### config.mk
export PLATFORM = sky130hd
export DESIGN_NAME = bitmap_block_allocator_flat
export DESIGN_NICKNAME = d
export VERILOG_FILES = /design/src/sv/bba_pkg.sv /design/src/sv/bba_if.sv /design/src/sv/bba_map_ram.sv /design/src/sv/bba_datapath.sv /design/src/sv/bba_ctrl.sv /design/src/sv/bitmap_block_allocator.sv /design/src/flat_wrapper.sv
export SDC_FILE = /design/constraint.sdc
export NUM_CORES = 1
export LEC_CHECK = 0
export ABC_CLOCK_PERIOD_IN_PS = 7600
export BUFFER_PORTS_ARGS = -buffer_cell sky130_fd_sc_hd__buf_2
export CORE_ASPECT_RATIO = 1.2
export CORE_MARGIN = 4
export CORE_UTILIZATION = 45
export CTS_BUF_LIST = sky130_fd_sc_hd__clkbuf_8 sky130_fd_sc_hd__clkbuf_16
export DETAILED_ROUTE_END_ITERATION = 8
export GPL_ROUTABILITY_DRIVEN = 0
export GPL_TIMING_DRIVEN = 0
export PLACE_DENSITY_LB_ADDON = 0.2
export SYNTH_ARGS = -nofsm -noshare
export SYNTH_HDL_FRONTEND = slang
export SYNTH_HIERARCHICAL = 1
export SYNTH_SLANG_ARGS = --single-unit
### constraint.sdc
create_clock -name clk_i -period 7.6 [get_ports clk_i]
set_input_delay 0.38 -clock clk_i [delete_from_list [all_inputs] [get_ports clk_i]]
set_output_delay 0.38 -clock clk_i [all_outputs]
set_load 0.02 [all_outputs]
### src/sv/bba_pkg.sv
`default_nettype none
// ----------------------------------------------------------------------------
// bba_pkg
// Shared types, field widths and codes of the bitmap block allocator.
// ----------------------------------------------------------------------------
package bba_pkg;

  localparam int IDX_W    = 10;
  localparam int CFG_W    = 11;
  localparam int STATUS_W = 2;
  localparam int WORD_W   = 32;
  localparam int WORD_LSB = 5;

  localparam logic [CFG_W-1:0] NUM_BLOCKS_RST = 11'd1024;

  localparam logic MODE_ALLOC = 1'b0;
  localparam logic MODE_FREE  = 1'b1;

  typedef logic [WORD_W-1:0] word_t;

  typedef enum logic [STATUS_W-1:0] {
    STATUS_OK        = 2'd0,
    STATUS_NO_SPACE  = 2'd1,
    STATUS_BAD_INDEX = 2'd2
  } status_e;

  typedef struct packed {
    logic    start;
    logic    scan_next;
    logic    free_write;
    logic    alloc_write;
    logic    set_res;
    status_e res_code;
    logic    emit;
  } dp_cmd_t;

  typedef struct packed {
    logic req_free;
    logic idx_bad;
    logic word_clean;
    logic cnt_zero;
    logic hit;
    logic last;
    logic out_free;
  } dp_stat_t;

  function automatic logic [WORD_LSB-1:0] lowest_set_bit(input word_t v);
    logic [WORD_LSB-1:0] r;
    r = '0;
    for (int i = WORD_W - 1; i >= 0; i--) begin
      if (v[i]) begin
        r = WORD_LSB'(i);
      end
    end
    return r;
  endfunction

endpackage
`default_nettype wire

### src/sv/bba_if.sv
`default_nettype none
// ----------------------------------------------------------------------------
// bba_if
// Request, response and configuration channels of the block allocator.
// ----------------------------------------------------------------------------
interface bba_req_if;
  import bba_pkg::*;
  logic             valid;
  logic             ready;
  logic             mode;
  logic [IDX_W-1:0] free_idx;
  modport source (output valid, output mode, output free_idx, input ready);
  modport sink (input valid, input mode, input free_idx, output ready);
endinterface

interface bba_rsp_if;
  import bba_pkg::*;
  logic                valid;
  logic                ready;
  logic [STATUS_W-1:0] status;
  logic [IDX_W-1:0]    granted_index;
  modport source (output valid, output status, output granted_index, input ready);
  modport sink (input valid, input status, input granted_index, output ready);
endinterface

interface bba_cfg_if;
  import bba_pkg::*;
  logic             valid;
  logic             ready;
  logic [CFG_W-1:0] data;
  modport source (output valid, output data, input ready);
  modport sink (input valid, input data, output ready);
endinterface
`default_nettype wire

### src/sv/bba_map_ram.sv
`default_nettype none
// ----------------------------------------------------------------------------
// bba_map_ram
// Bitmap word store, one write port and one registered read port.
// ----------------------------------------------------------------------------
module bba_map_ram #(
  parameter int DEPTH = 32,
  parameter int AW    = 5
) (
  input  wire logic                 clk_i,
  input  wire logic                 wr_en_i,
  input  wire logic [AW-1:0]        wr_addr_i,
  input  wire bba_pkg::word_t       wr_data_i,
  input  wire logic                 rd_en_i,
  input  wire logic [AW-1:0]        rd_addr_i,
  output      bba_pkg::word_t       rd_data_o
);
  import bba_pkg::*;

  word_t mem [DEPTH];
  word_t rd_data_q;

  always_ff @(posedge clk_i) begin
    if (wr_en_i) begin
      mem[wr_addr_i] <= wr_data_i;
    end
  end

  always_ff @(posedge clk_i) begin
    if (rd_en_i) begin
      rd_data_q <= mem[rd_addr_i];
    end
  end

  assign rd_data_o = rd_data_q;

endmodule
`default_nettype wire

### src/sv/bba_datapath.sv
`default_nettype none
// ----------------------------------------------------------------------------
// bba_datapath
// Bitmap store, word scan, free update, config register and result register.
// ----------------------------------------------------------------------------
module bba_datapath #(
  parameter int MAX_BLOCKS = 1024
) (
  input  wire logic                          clk_i,
  input  wire logic                          rst_ni,
  input  wire logic                          req_mode_i,
  input  wire logic [bba_pkg::IDX_W-1:0]     req_index_i,
  input  wire logic                          cfg_we_i,
  input  wire logic [bba_pkg::CFG_W-1:0]     cfg_data_i,
  input  wire bba_pkg::dp_cmd_t              cmd_i,
  output      bba_pkg::dp_stat_t             stat_o,
  input  wire logic                          rsp_ready_i,
  output      logic                          rsp_valid_o,
  output      logic [bba_pkg::STATUS_W-1:0]  rsp_status_o,
  output      logic [bba_pkg::IDX_W-1:0]     rsp_grant_o
);
  import bba_pkg::*;

  localparam int WORDS = (MAX_BLOCKS + WORD_W - 1) / WORD_W;
  localparam int AW    = (WORDS > 1) ? $clog2(WORDS) : 1;
  localparam int HW    = $clog2(WORDS + 1);
  localparam int CW0   = $clog2(MAX_BLOCKS + 1);
  localparam int NW    = ((CW0 > CFG_W) ? CW0 : CFG_W) + 1;

  logic [CFG_W-1:0]    num_blocks_q, num_blocks_d;
  logic [HW-1:0]       hw_q, hw_d;
  logic                rsp_valid_q, rsp_valid_d;
  logic [IDX_W-1:0]    idx_q, idx_d;
  logic [AW-1:0]       chk_ptr_q, chk_ptr_d;
  status_e             res_status_q, res_status_d;
  logic [IDX_W-1:0]    res_grant_q, res_grant_d;
  logic [STATUS_W-1:0] rsp_status_q, rsp_status_d;
  logic [IDX_W-1:0]    rsp_grant_q, rsp_grant_d;

  logic [NW-1:0]       count_ext, base_ext, end_ext, rem_ext, grant_ext;
  logic                word_full;
  word_t               valid_mask, rd_data, scan_word, free_bits, wr_data;
  logic [WORD_LSB-1:0] hit_bit;
  logic [AW-1:0]       rd_addr, wr_addr, req_word;
  logic                rd_en, wr_en;

  assign count_ext = (NW'(num_blocks_q) > NW'(MAX_BLOCKS)) ? NW'(MAX_BLOCKS)
                                                           : NW'(num_blocks_q);
  assign base_ext  = NW'(chk_ptr_q) << WORD_LSB;
  assign end_ext   = base_ext + NW'(WORD_W);
  assign rem_ext   = count_ext - base_ext;
  assign word_full = end_ext <= count_ext;
  assign valid_mask = word_full ? '1
                    : ((word_t'(1) << rem_ext[WORD_LSB-1:0]) - word_t'(1));

  assign scan_word = (HW'(chk_ptr_q) < hw_q) ? rd_data : '0;
  assign free_bits = ~scan_word & valid_mask;
  assign hit_bit   = lowest_set_bit(free_bits);
  assign grant_ext = base_ext + NW'(hit_bit);
  assign req_word  = AW'(req_index_i[IDX_W-1:WORD_LSB]);

  always_comb begin
    stat_o            = '0;
    stat_o.req_free   = (req_mode_i == MODE_FREE);
    stat_o.idx_bad    = NW'(req_index_i) >= count_ext;
    stat_o.word_clean = HW'(req_index_i[IDX_W-1:WORD_LSB]) >= hw_q;
    stat_o.cnt_zero   = (count_ext == '0);
    stat_o.hit        = |free_bits;
    stat_o.last       = end_ext >= count_ext;
    stat_o.out_free   = !rsp_valid_q || rsp_ready_i;
  end

  assign rd_en   = cmd_i.start || cmd_i.scan_next;
  assign rd_addr = cmd_i.start ? ((req_mode_i == MODE_FREE) ? req_word : '0)
                               : chk_ptr_q + 1'b1;
  assign wr_en   = cmd_i.free_write || cmd_i.alloc_write;
  assign wr_addr = cmd_i.free_write ? AW'(idx_q[IDX_W-1:WORD_LSB]) : chk_ptr_q;
  assign wr_data = cmd_i.free_write
                 ? (rd_data & ~(word_t'(1) << idx_q[WORD_LSB-1:0]))
                 : (scan_word | (word_t'(1) << hit_bit));

  bba_map_ram #(
    .DEPTH (WORDS),
    .AW    (AW)
  ) u_map_ram (
    .clk_i     (clk_i),
    .wr_en_i   (wr_en),
    .wr_addr_i (wr_addr),
    .wr_data_i (wr_data),
    .rd_en_i   (rd_en),
    .rd_addr_i (rd_addr),
    .rd_data_o (rd_data)
  );

  always_comb begin
    num_blocks_d = cfg_we_i ? cfg_data_i : num_blocks_q;
    hw_d         = hw_q;
    if (cmd_i.alloc_write && (HW'(chk_ptr_q) == hw_q)) begin
      hw_d = hw_q + 1'b1;
    end
    idx_d     = cmd_i.start ? req_index_i : idx_q;
    chk_ptr_d = chk_ptr_q;
    if (cmd_i.start) begin
      chk_ptr_d = '0;
    end else if (cmd_i.scan_next) begin
      chk_ptr_d = chk_ptr_q + 1'b1;
    end
    res_status_d = res_status_q;
    res_grant_d  = res_grant_q;
    if (cmd_i.alloc_write) begin
      res_status_d = STATUS_OK;
      res_grant_d  = grant_ext[IDX_W-1:0];
    end else if (cmd_i.set_res) begin
      res_status_d = cmd_i.res_code;
      res_grant_d  = '0;
    end
    rsp_valid_d  = rsp_valid_q;
    rsp_status_d = rsp_status_q;
    rsp_grant_d  = rsp_grant_q;
    if (cmd_i.emit) begin
      rsp_valid_d  = 1'b1;
      rsp_status_d = res_status_q;
      rsp_grant_d  = res_grant_q;
    end else if (rsp_ready_i) begin
      rsp_valid_d = 1'b0;
    end
  end

  always_ff @(posedge clk_i or negedge rst_ni) begin
    if (!rst_ni) begin
      num_blocks_q <= NUM_BLOCKS_RST;
      hw_q         <= '0;
      rsp_valid_q  <= 1'b0;
    end else begin
      num_blocks_q <= num_blocks_d;
      hw_q         <= hw_d;
      rsp_valid_q  <= rsp_valid_d;
    end
  end

  always_ff @(posedge clk_i) begin
    idx_q        <= idx_d;
    chk_ptr_q    <= chk_ptr_d;
    res_status_q <= res_status_d;
    res_grant_q  <= res_grant_d;
    rsp_status_q <= rsp_status_d;
    rsp_grant_q  <= rsp_grant_d;
  end

  assign rsp_valid_o  = rsp_valid_q;
  assign rsp_status_o = rsp_status_q;
  assign rsp_grant_o  = rsp_grant_q;

endmodule
`default_nettype wire

### src/sv/bba_ctrl.sv
`default_nettype none
// ----------------------------------------------------------------------------
// bba_ctrl
// Request sequencer: free update, word-by-word allocate scan, result hand-off.
// ----------------------------------------------------------------------------
module bba_ctrl (
  input  wire logic               clk_i,
  input  wire logic               rst_ni,
  input  wire logic               req_valid_i,
  output      logic               req_ready_o,
  input  wire bba_pkg::dp_stat_t  stat_i,
  output      bba_pkg::dp_cmd_t   cmd_o
);
  import bba_pkg::*;

  typedef enum logic [3:0] {
    S_IDLE    = 4'b0001,
    S_FREE_WR = 4'b0010,
    S_SCAN    = 4'b0100,
    S_DONE    = 4'b1000
  } state_e;

  state_e state_q, state_d;

  assign req_ready_o = (state_q == S_IDLE);

  always_comb begin
    state_d        = state_q;
    cmd_o          = '0;
    cmd_o.res_code = STATUS_OK;
    case (state_q)
      S_IDLE: begin
        if (req_valid_i) begin
          cmd_o.start = 1'b1;
          if (stat_i.req_free) begin
            if (stat_i.idx_bad) begin
              cmd_o.set_res  = 1'b1;
              cmd_o.res_code = STATUS_BAD_INDEX;
              state_d        = S_DONE;
            end else if (stat_i.word_clean) begin
              cmd_o.set_res  = 1'b1;
              cmd_o.res_code = STATUS_OK;
              state_d        = S_DONE;
            end else begin
              state_d = S_FREE_WR;
            end
          end else if (stat_i.cnt_zero) begin
            cmd_o.set_res  = 1'b1;
            cmd_o.res_code = STATUS_NO_SPACE;
            state_d        = S_DONE;
          end else begin
            state_d = S_SCAN;
          end
        end
      end
      S_FREE_WR: begin
        cmd_o.free_write = 1'b1;
        cmd_o.set_res    = 1'b1;
        cmd_o.res_code   = STATUS_OK;
        state_d          = S_DONE;
      end
      S_SCAN: begin
        if (stat_i.hit) begin
          cmd_o.alloc_write = 1'b1;
          state_d           = S_DONE;
        end else if (stat_i.last) begin
          cmd_o.set_res  = 1'b1;
          cmd_o.res_code = STATUS_NO_SPACE;
          state_d        = S_DONE;
        end else begin
          cmd_o.scan_next = 1'b1;
        end
      end
      S_DONE: begin
        if (stat_i.out_free) begin
          cmd_o.emit = 1'b1;
          state_d    = S_IDLE;
        end
      end
      default: begin
        state_d = S_IDLE;
      end
    endcase
  end

  always_ff @(posedge clk_i or negedge rst_ni) begin
    if (!rst_ni) begin
      state_q <= S_IDLE;
    end else begin
      state_q <= state_d;
    end
  end

endmodule
`default_nettype wire

### src/sv/bitmap_block_allocator.sv
`default_nettype none
// ----------------------------------------------------------------------------
// bitmap_block_allocator
// First-fit block allocator over a used/free bitmap held in 32-bit words.
// ----------------------------------------------------------------------------
// free request: read, bit-clear write, response; no write if its word was never written
// allocate: scans one bitmap word per cycle through the store's read port,
//   stopping at the first word with a free block or at the last word within the count
// one request at a time; the next is taken once the result sits in the output register
// reset frees every block at once through a written-word high-water mark, no clearing pass;
//   the block count register resets to 1024
module bitmap_block_allocator #(
  parameter int MAX_BLOCKS = 1024
) (
  input  wire logic  clk_i,
  input  wire logic  rst_ni,
  bba_req_if.sink    req_i,
  bba_rsp_if.source  rsp_o,
  bba_cfg_if.sink    cfg_i
);
  import bba_pkg::*;

  dp_cmd_t  cmd;
  dp_stat_t stat;
  logic     req_ready;

  assign req_i.ready = req_ready;
  assign cfg_i.ready = 1'b1;

  bba_ctrl u_ctrl (
    .clk_i       (clk_i),
    .rst_ni      (rst_ni),
    .req_valid_i (req_i.valid),
    .req_ready_o (req_ready),
    .stat_i      (stat),
    .cmd_o       (cmd)
  );

  bba_datapath #(
    .MAX_BLOCKS (MAX_BLOCKS)
  ) u_datapath (
    .clk_i        (clk_i),
    .rst_ni       (rst_ni),
    .req_mode_i   (req_i.mode),
    .req_index_i  (req_i.free_idx),
    .cfg_we_i     (cfg_i.valid),
    .cfg_data_i   (cfg_i.data),
    .cmd_i        (cmd),
    .stat_o       (stat),
    .rsp_ready_i  (rsp_o.ready),
    .rsp_valid_o  (rsp_o.valid),
    .rsp_status_o (rsp_o.status),
    .rsp_grant_o  (rsp_o.granted_index)
  );

endmodule
`default_nettype wire
### src/flat_wrapper.sv
// flat-port wrapper written by rule: the top's interface ports become plain ports
module bitmap_block_allocator_flat import bba_pkg::*;
#(
  parameter int MAX_BLOCKS = 1024
)
  (clk_i, rst_ni, req_i_valid, req_i_mode, req_i_free_idx, req_i_ready, rsp_o_valid, rsp_o_status, rsp_o_granted_index, rsp_o_ready, cfg_i_valid, cfg_i_data, cfg_i_ready);
  bba_req_if req_i_i ();
  bba_rsp_if rsp_o_i ();
  bba_cfg_if cfg_i_i ();
  input  wire logic clk_i;
  input  wire logic rst_ni;
  input wire logic [$bits(req_i_i.valid)-1:0] req_i_valid;
  input wire logic [$bits(req_i_i.mode)-1:0] req_i_mode;
  input wire logic [$bits(req_i_i.free_idx)-1:0] req_i_free_idx;
  output wire logic [$bits(req_i_i.ready)-1:0] req_i_ready;
  output wire logic [$bits(rsp_o_i.valid)-1:0] rsp_o_valid;
  output wire logic [$bits(rsp_o_i.status)-1:0] rsp_o_status;
  output wire logic [$bits(rsp_o_i.granted_index)-1:0] rsp_o_granted_index;
  input wire logic [$bits(rsp_o_i.ready)-1:0] rsp_o_ready;
  input wire logic [$bits(cfg_i_i.valid)-1:0] cfg_i_valid;
  input wire logic [$bits(cfg_i_i.data)-1:0] cfg_i_data;
  output wire logic [$bits(cfg_i_i.ready)-1:0] cfg_i_ready;
  assign req_i_i.valid = req_i_valid;
  assign req_i_i.mode = req_i_mode;
  assign req_i_i.free_idx = req_i_free_idx;
  assign req_i_ready = req_i_i.ready;
  assign rsp_o_valid = rsp_o_i.valid;
  assign rsp_o_status = rsp_o_i.status;
  assign rsp_o_granted_index = rsp_o_i.granted_index;
  assign rsp_o_i.ready = rsp_o_ready;
  assign cfg_i_i.valid = cfg_i_valid;
  assign cfg_i_i.data = cfg_i_data;
  assign cfg_i_ready = cfg_i_i.ready;
  bitmap_block_allocator #(.MAX_BLOCKS(MAX_BLOCKS)) u_core (.clk_i(clk_i), .rst_ni(rst_ni), .req_i(req_i_i), .rsp_o(rsp_o_i), .cfg_i(cfg_i_i));
endmodule
Yosys cells after proc, flatten, opt, wreduce, memory -nomap -nowiden
Memory sizes are Yosys's and may differ from the RTL's. A register that Yosys moved wholly into a read port is not among the register bits.
Index checks and enable logic that the tools add are counted.
Word-level totals
  register bits after elaboration: 61
  memory bits (writable): 1024
  input bits: 27
  logic and storage cells: 121
  memories kept: 1
Memories
  u_core.u_datapath.u_map_ram.mem: words 32, bits a word 32, rd ports 1, clocked after Yosys merged registers in 1, wr ports 1, line bba_map_ram.sv:20  | word_t mem [DEPTH];
Cells by class
  add/subtract/negate cells: 6
  order comparisons: 6
  equality and inequality tests: 8
  shift operators: 3
  multiplexer cells: 72
  bitwise logic cells: 5
  reductions and logical operators: 10
Operators with widths (number)
  5-bit 2-to-1 mux: 35
  32-bit 2-to-1 mux: 3
  1-bit by 5-bit << shifter with 32-bit output, first input constant: 3
  32-bit AND: 2
  32-bit NOT: 2
  4-bit 2-to-1 mux: 8
  32-bit bitwise OR: 1
  32-bit OR reduction: 1
  32-bit by 1-bit subtractor with 32-bit output, second input constant: 1
  3-bit 2-to-1 mux: 7
  10-bit 2-to-1 mux: 2
  4-bit case mux with 4 select lines: 1
  1-bit 2-to-1 mux: 14
  12-bit zero test: 1
  10-bit by 6-bit adder with 11-bit output, second input constant: 1
  10-bit by 11-bit greater-or-equal comparator with 1-bit output: 1
  11-bit greater-or-equal comparator: 1
  11-bit greater-than comparator, second input constant: 1
  11-bit less-or-equal comparator: 1
  11-bit 2-to-1 mux: 1
  10-bit by 5-bit adder with 10-bit output: 1
  3-bit case mux with 3 select lines: 1
  6-bit by 1-bit adder with 6-bit output, second input constant: 1
  5-bit by 6-bit == test with 1-bit output: 1
  16 further kinds: 19

Depth between registers and ports, before layout
  depth after elaboration: 42
  gate-level depth with buffers: 21
  depth with buffers taken out: 19

By module
The synthesis kept the hierarchy.
By module, submodules not included
  bba_map_ram: instances 1, cells each 2260, area an instance 40805.4 um2, sequential area each 31710.4 um2
  bba_datapath: instances 1, cells each 629, area an instance 5281.3 um2, sequential area each 1552.7 um2
  bba_ctrl: instances 1, cells each 36, area an instance 319.1 um2, sequential area each 101.3 um2
  bitmap_block_allocator: instances 1, cells each 2, area an instance 11.3 um2, sequential area each 0.0 um2

Least setup slack after synthesis
No wires, ideal clock.
  path type: register -> register
  from: register u_core.u_datapath.num_blocks_q[2]
  to: memory u_core/u_datapath/u_map_ram/mem[12][0] in the netlist's numbering (enable)
  setup time: 0.421 ns
  arrival time: 5.552 ns
  required time: 7.179 ns
  path slack: 1.627 ns
  stages on the path, launching flop included: 20
  path buffers: 4
  period minus slack after synthesis: 5.973 ns
  cell sequence: dfrtp_1 buf_2 buf_1 or3_1 or3b_2 ha_1 o41ai_2 a21o_1 nor3_1 a221oi_1 nor2_1 nand4_1 nor2_1 nand2_1 and2_1 clkbuf_1 or2_2 or3b_2 clkbuf_1 nor2_1
RTL lines
  start: declaration: line bba_datapath.sv:30  | logic [CFG_W-1:0] num_blocks_q, num_blocks_d;
  start signal: assignment: line bba_datapath.sv:135  | num_blocks_q <= num_blocks_d;
  end: declaration: line bba_map_ram.sv:20

==> reports/results.ini <==
[run_status]
outcome = completed

[clock_tree]
cts_buffers = 107
htree_levels = 3
path_clk_slew_ns = 0.06
root_buffer = clkbuf_16
clockBufferDepth = 3
cts_sinks = 1117
insertion_delay_ns = 0.68
cts_tree = built

[setup_path]
worstPathArrival_ns = 7.51
crit_fanout = 19
worstSetupPathType = flip-flop to flip-flop
worstPathRequired_ns = 7.98
endpoint_kind = flip-flop
cp-start-kind = flip-flop

[routing]
first_iter_violations = 2342
dr.pass1.iters = 6
wl_per_cell_um = 25.6
avgViaCountPerCell = 5.79
routed-via-count = 26900
wirelength_mm = 119
route.detailed.drc = 0
ant_nets = 0

[power]
p_sw_w = 0.00659
switching_share = 0.333
power.leakage_nw = 20.3
p_clk_frac = 0.273
power_frac_comb = 0.310
seqPwrFrac = 0.417
p_int_w = 0.0132
p_per_area_mw_per_mm2 = 364
ir_worst_vdd_mv = 0.214

[logic_synthesis]
yosys-top-cells-area = edfxtp_1 70%, mux2i_1 11%, a22oi_1 1.7%
ys_async_sr_fraction = 0.0197
yosys_warnings = 6
synth_common_cells = 1088 x edfxtp_1, 517 x mux2i_1, 152 x nand2_1
synth_edf_count = 1088
yosysTopAreaCellShare = 0.704
syn_inst = 2927
synth_top_cell_by_area = edfxtp_1
ys_seq_area_frac = 0.719
ys_types = 88
synthFlopType = edfxtp_1
synth_area_per_cell_um2 = 15.9
ys_ff_latch = 1117
netlist_area_mm2 = 0.0464
post-synth-top-count-cell = edfxtp_1
synth_nets = 2982

[grt]
grt.overflow.total = 0
grt_pass1_wl_mm = 174
grt_pass1_vias = 27200
grt_usage = 0.215
antenna_found_initial = 2
grt_max_degree = 33

[layout]
syn2layout_area_growth_pct = 17.0
layout-drive-gt1-share = 0.152
stdcell_area_mm2 = 0.0543
nets = 3246

[floorplan]
pin_count = 42
dieArea_mm2 = 0.108
core_mm2 = 0.102
rows = 128
start_util = 0.455
die_x_um = 301
die_height_um = 360

[timing]
slew_viol_final = 0
final.setup_skew_ns = 0.0313
setup_viol = 0
rsz0062_at_grt = no
period_needed_ns = 7.14
max_freq_mhz = 140
slew_headroom = 0.156
final_hold_viol_count = 0
post-route-period-util = 0.939
tightest_slew_ns = 1.26
finalWorstSetupSlack_ns = 0.463

[min_path]
hold_path_class = input pin to flip-flop

[placement]
dp_slack_ns = 0.121
io_buffer_count = 40
dp_hpwl_mm = 83.8
placed_cell_area_mm2 = 0.0501

[run]
drv_cap = 0

-- flip-flops by register name, summed over array words and instances, names as in the netlist, 4 cells and up --
name                                   count
u_core/u_ctrl/state_q                      4
u_core/u_datapath/chk_ptr_q                5
u_core/u_datapath/hw_q                     6
u_core/u_datapath/idx_q                   10
u_core/u_datapath/num_blocks_q            11
u_core/u_datapath/res_grant_q             10
u_core/u_datapath/rsp_grant_o             10
u_core/u_datapath/u_map_ram/mem         1024
u_core/u_datapath/u_map_ram/rd_data_o     32
-- timing repair --
action | CTS | global route
gates resized for setup | 0 | 1
setup buffers | 0 | 27
hold buffers | 27 | 0
setup endpoints to repair | 0 | 741
endpoints found under the hold margin | 44 | 0
-- power by group through the flow --
stage          sequential, W  clock, W  combinational (W)
2_1_floorplan        0.00835         0            0.00336
3_3_place_gp         0.00850         0            0.00535
3_5_place_dp         0.00838         0            0.00604
4_1_cts              0.00825   0.00551            0.00607
5_1_grt              0.00826   0.00577            0.00648
6_report             0.00826   0.00539            0.00613
-- placed cells by master, fill, tap and decap left out, types with 13 or more instances in the layout --
cell	Yosys	final
edfxtp_1	1088	1088
mux2i_1	517	517
nand2_1	152	152
nand3_1	123	122
a21oi_1	121	121
clkbuf_16	0	108
a22oi_1	104	104
buf_2	36	76
a22o_1	66	66
clkbuf_1	66	65
nor2_1	90	58
buf_4	36	57
o21ai_0	58	56
nor3_1	49	49
inv_1	20	43
a31oi_1	37	37
buf_12	0	36
nor2_4	0	32
ha_1	28	28
dlygate4sd3_1	0	27
clkinv_2	0	26
nand2b_1	22	22
dfrtp_1	20	20
a21o_1	19	19
buf_8	0	18
clkinv_1	0	17
bufinv_16	0	16
buf_6	16	16
o22ai_2	8	15
nand3b_1	14	14
buf_16	0	14
or2_2	13	13
and2_1	13	13
mux2_2	13	13
-- logic make-up (layout without fill, tap and decap cells) --
| logic type | after synthesis | after routing | share of synthesized area |
|---|---|---|---|
| compound gates | 513 | 513 | 0.0776 |
| buf+inv | 185 | 542 | 0.0216 |
| other cells | 1 | 2 | 0.0000808 |
| simple gates | 537 | 537 | 0.0567 |
| mux | 530 | 530 | 0.115 |
| flops | 1117 | 1117 | 0.719 |
| fa+ha+maj | 29 | 29 | 0.00776 |
| xor+xnor | 15 | 15 | 0.00283 |
-- critical path: stages, from the launching register on --
cell and delay [ns]:
dfstp_2 0.42, inv_1 0.20, clkbuf_1 0.51, nand2_1 0.21
ha_1 0.35, a21o_1 0.16, a21oi_1 0.44, a22o_1 0.33
clkbuf_1 0.44, nor2_1 0.10, a221oi_1 0.44, nor2_1 0.18
nand4_1 0.30, nor2_1 0.15, nand2_1 0.19, and2_1 0.21
clkbuf_1 0.36, or2_2 0.23, or3b_2 0.72, nor2_4 0.61
buf_16 0.24
-- cell type report --
| class | count | area [µm²] |
|---|---|---|
| fill | 8072 | 47700 |
| sequential | 1117 | 33400 |
| multi-input combinational | 1625 | 12600 |
| clock buffer | 109 | 2720 |
| timing repair buffer | 156 | 2000 |
| tap | 1365 | 1710 |
| buffer | 164 | 923 |
| clock inverter | 93 | 912 |
| inverter | 20 | 75.1 |
| antenna | 1 | 2.50 |
-- worst paths after layout --
| kind | cells after the start | from | endpoint | slack [ns] |
|---|---|---|---|---|
| max in group asynchronous | 2 | rst_ni | u_core/u_datapath/num_blocks_q[10]$_DFFE_PN1P_ | 7.00 |
| min in group asynchronous | 2 | rst_ni | u_core/u_datapath/num_blocks_q[2]$_DFFE_PN0P_ | 0.23 |
| setup / recovery | 20 | u_core/u_datapath/num_blocks_q[10]$_DFFE_PN1P_ | u_core/u_datapath/u_map_ram/mem[8][10]$_DFFE_PP_ | 0.46 |
| hold / removal | 3 | req_i_mode | u_core/u_ctrl/state_q[2]$_DFFE_PN0P_ | 0.11 |
| setup reg to reg | 20 | u_core/u_datapath/num_blocks_q[10]$_DFFE_PN1P_ | u_core/u_datapath/u_map_ram/mem[8][10]$_DFFE_PP_ | 0.46 |
| hold reg to reg | 0 | u_core/u_datapath/res_grant_q[1]$_SDFFCE_PN0P_ | u_core/u_datapath/rsp_grant_o[1]$_DFFE_PP_ | 0.43 |
-- through the flow --
step                      hold slack (ns)  total power, W  utilization   TNS, ns  instances
after global placement              0.366          0.0138        0.474  -1300.81       4332
after global routing                0.106          0.0205        0.532         0       4649
after floorplan                    0.0844          0.0117            -         0       2927
after detailed placement            0.389          0.0144        0.491         0       4392
after CTS                          0.0687          0.0198        0.529         0       4621
final                               0.111          0.0198        0.532         0       4650
-- layer usage --
| metal | vias up | share of wire | global-route usage |
|---|---|---|---|
| li1 | 12100 | - | - |
| met1 | 13600 | 0.39 | 0.263 |
| met3 | 290 | 0.051 | 0.0297 |
| met4 | 2 | 0.041 | 0.0867 |
| met5 | - | 0.00011 | 0 |
| met2 | 977 | 0.51 | 0.383 |
No activity file was read; power rests on OpenSTA's default activity.
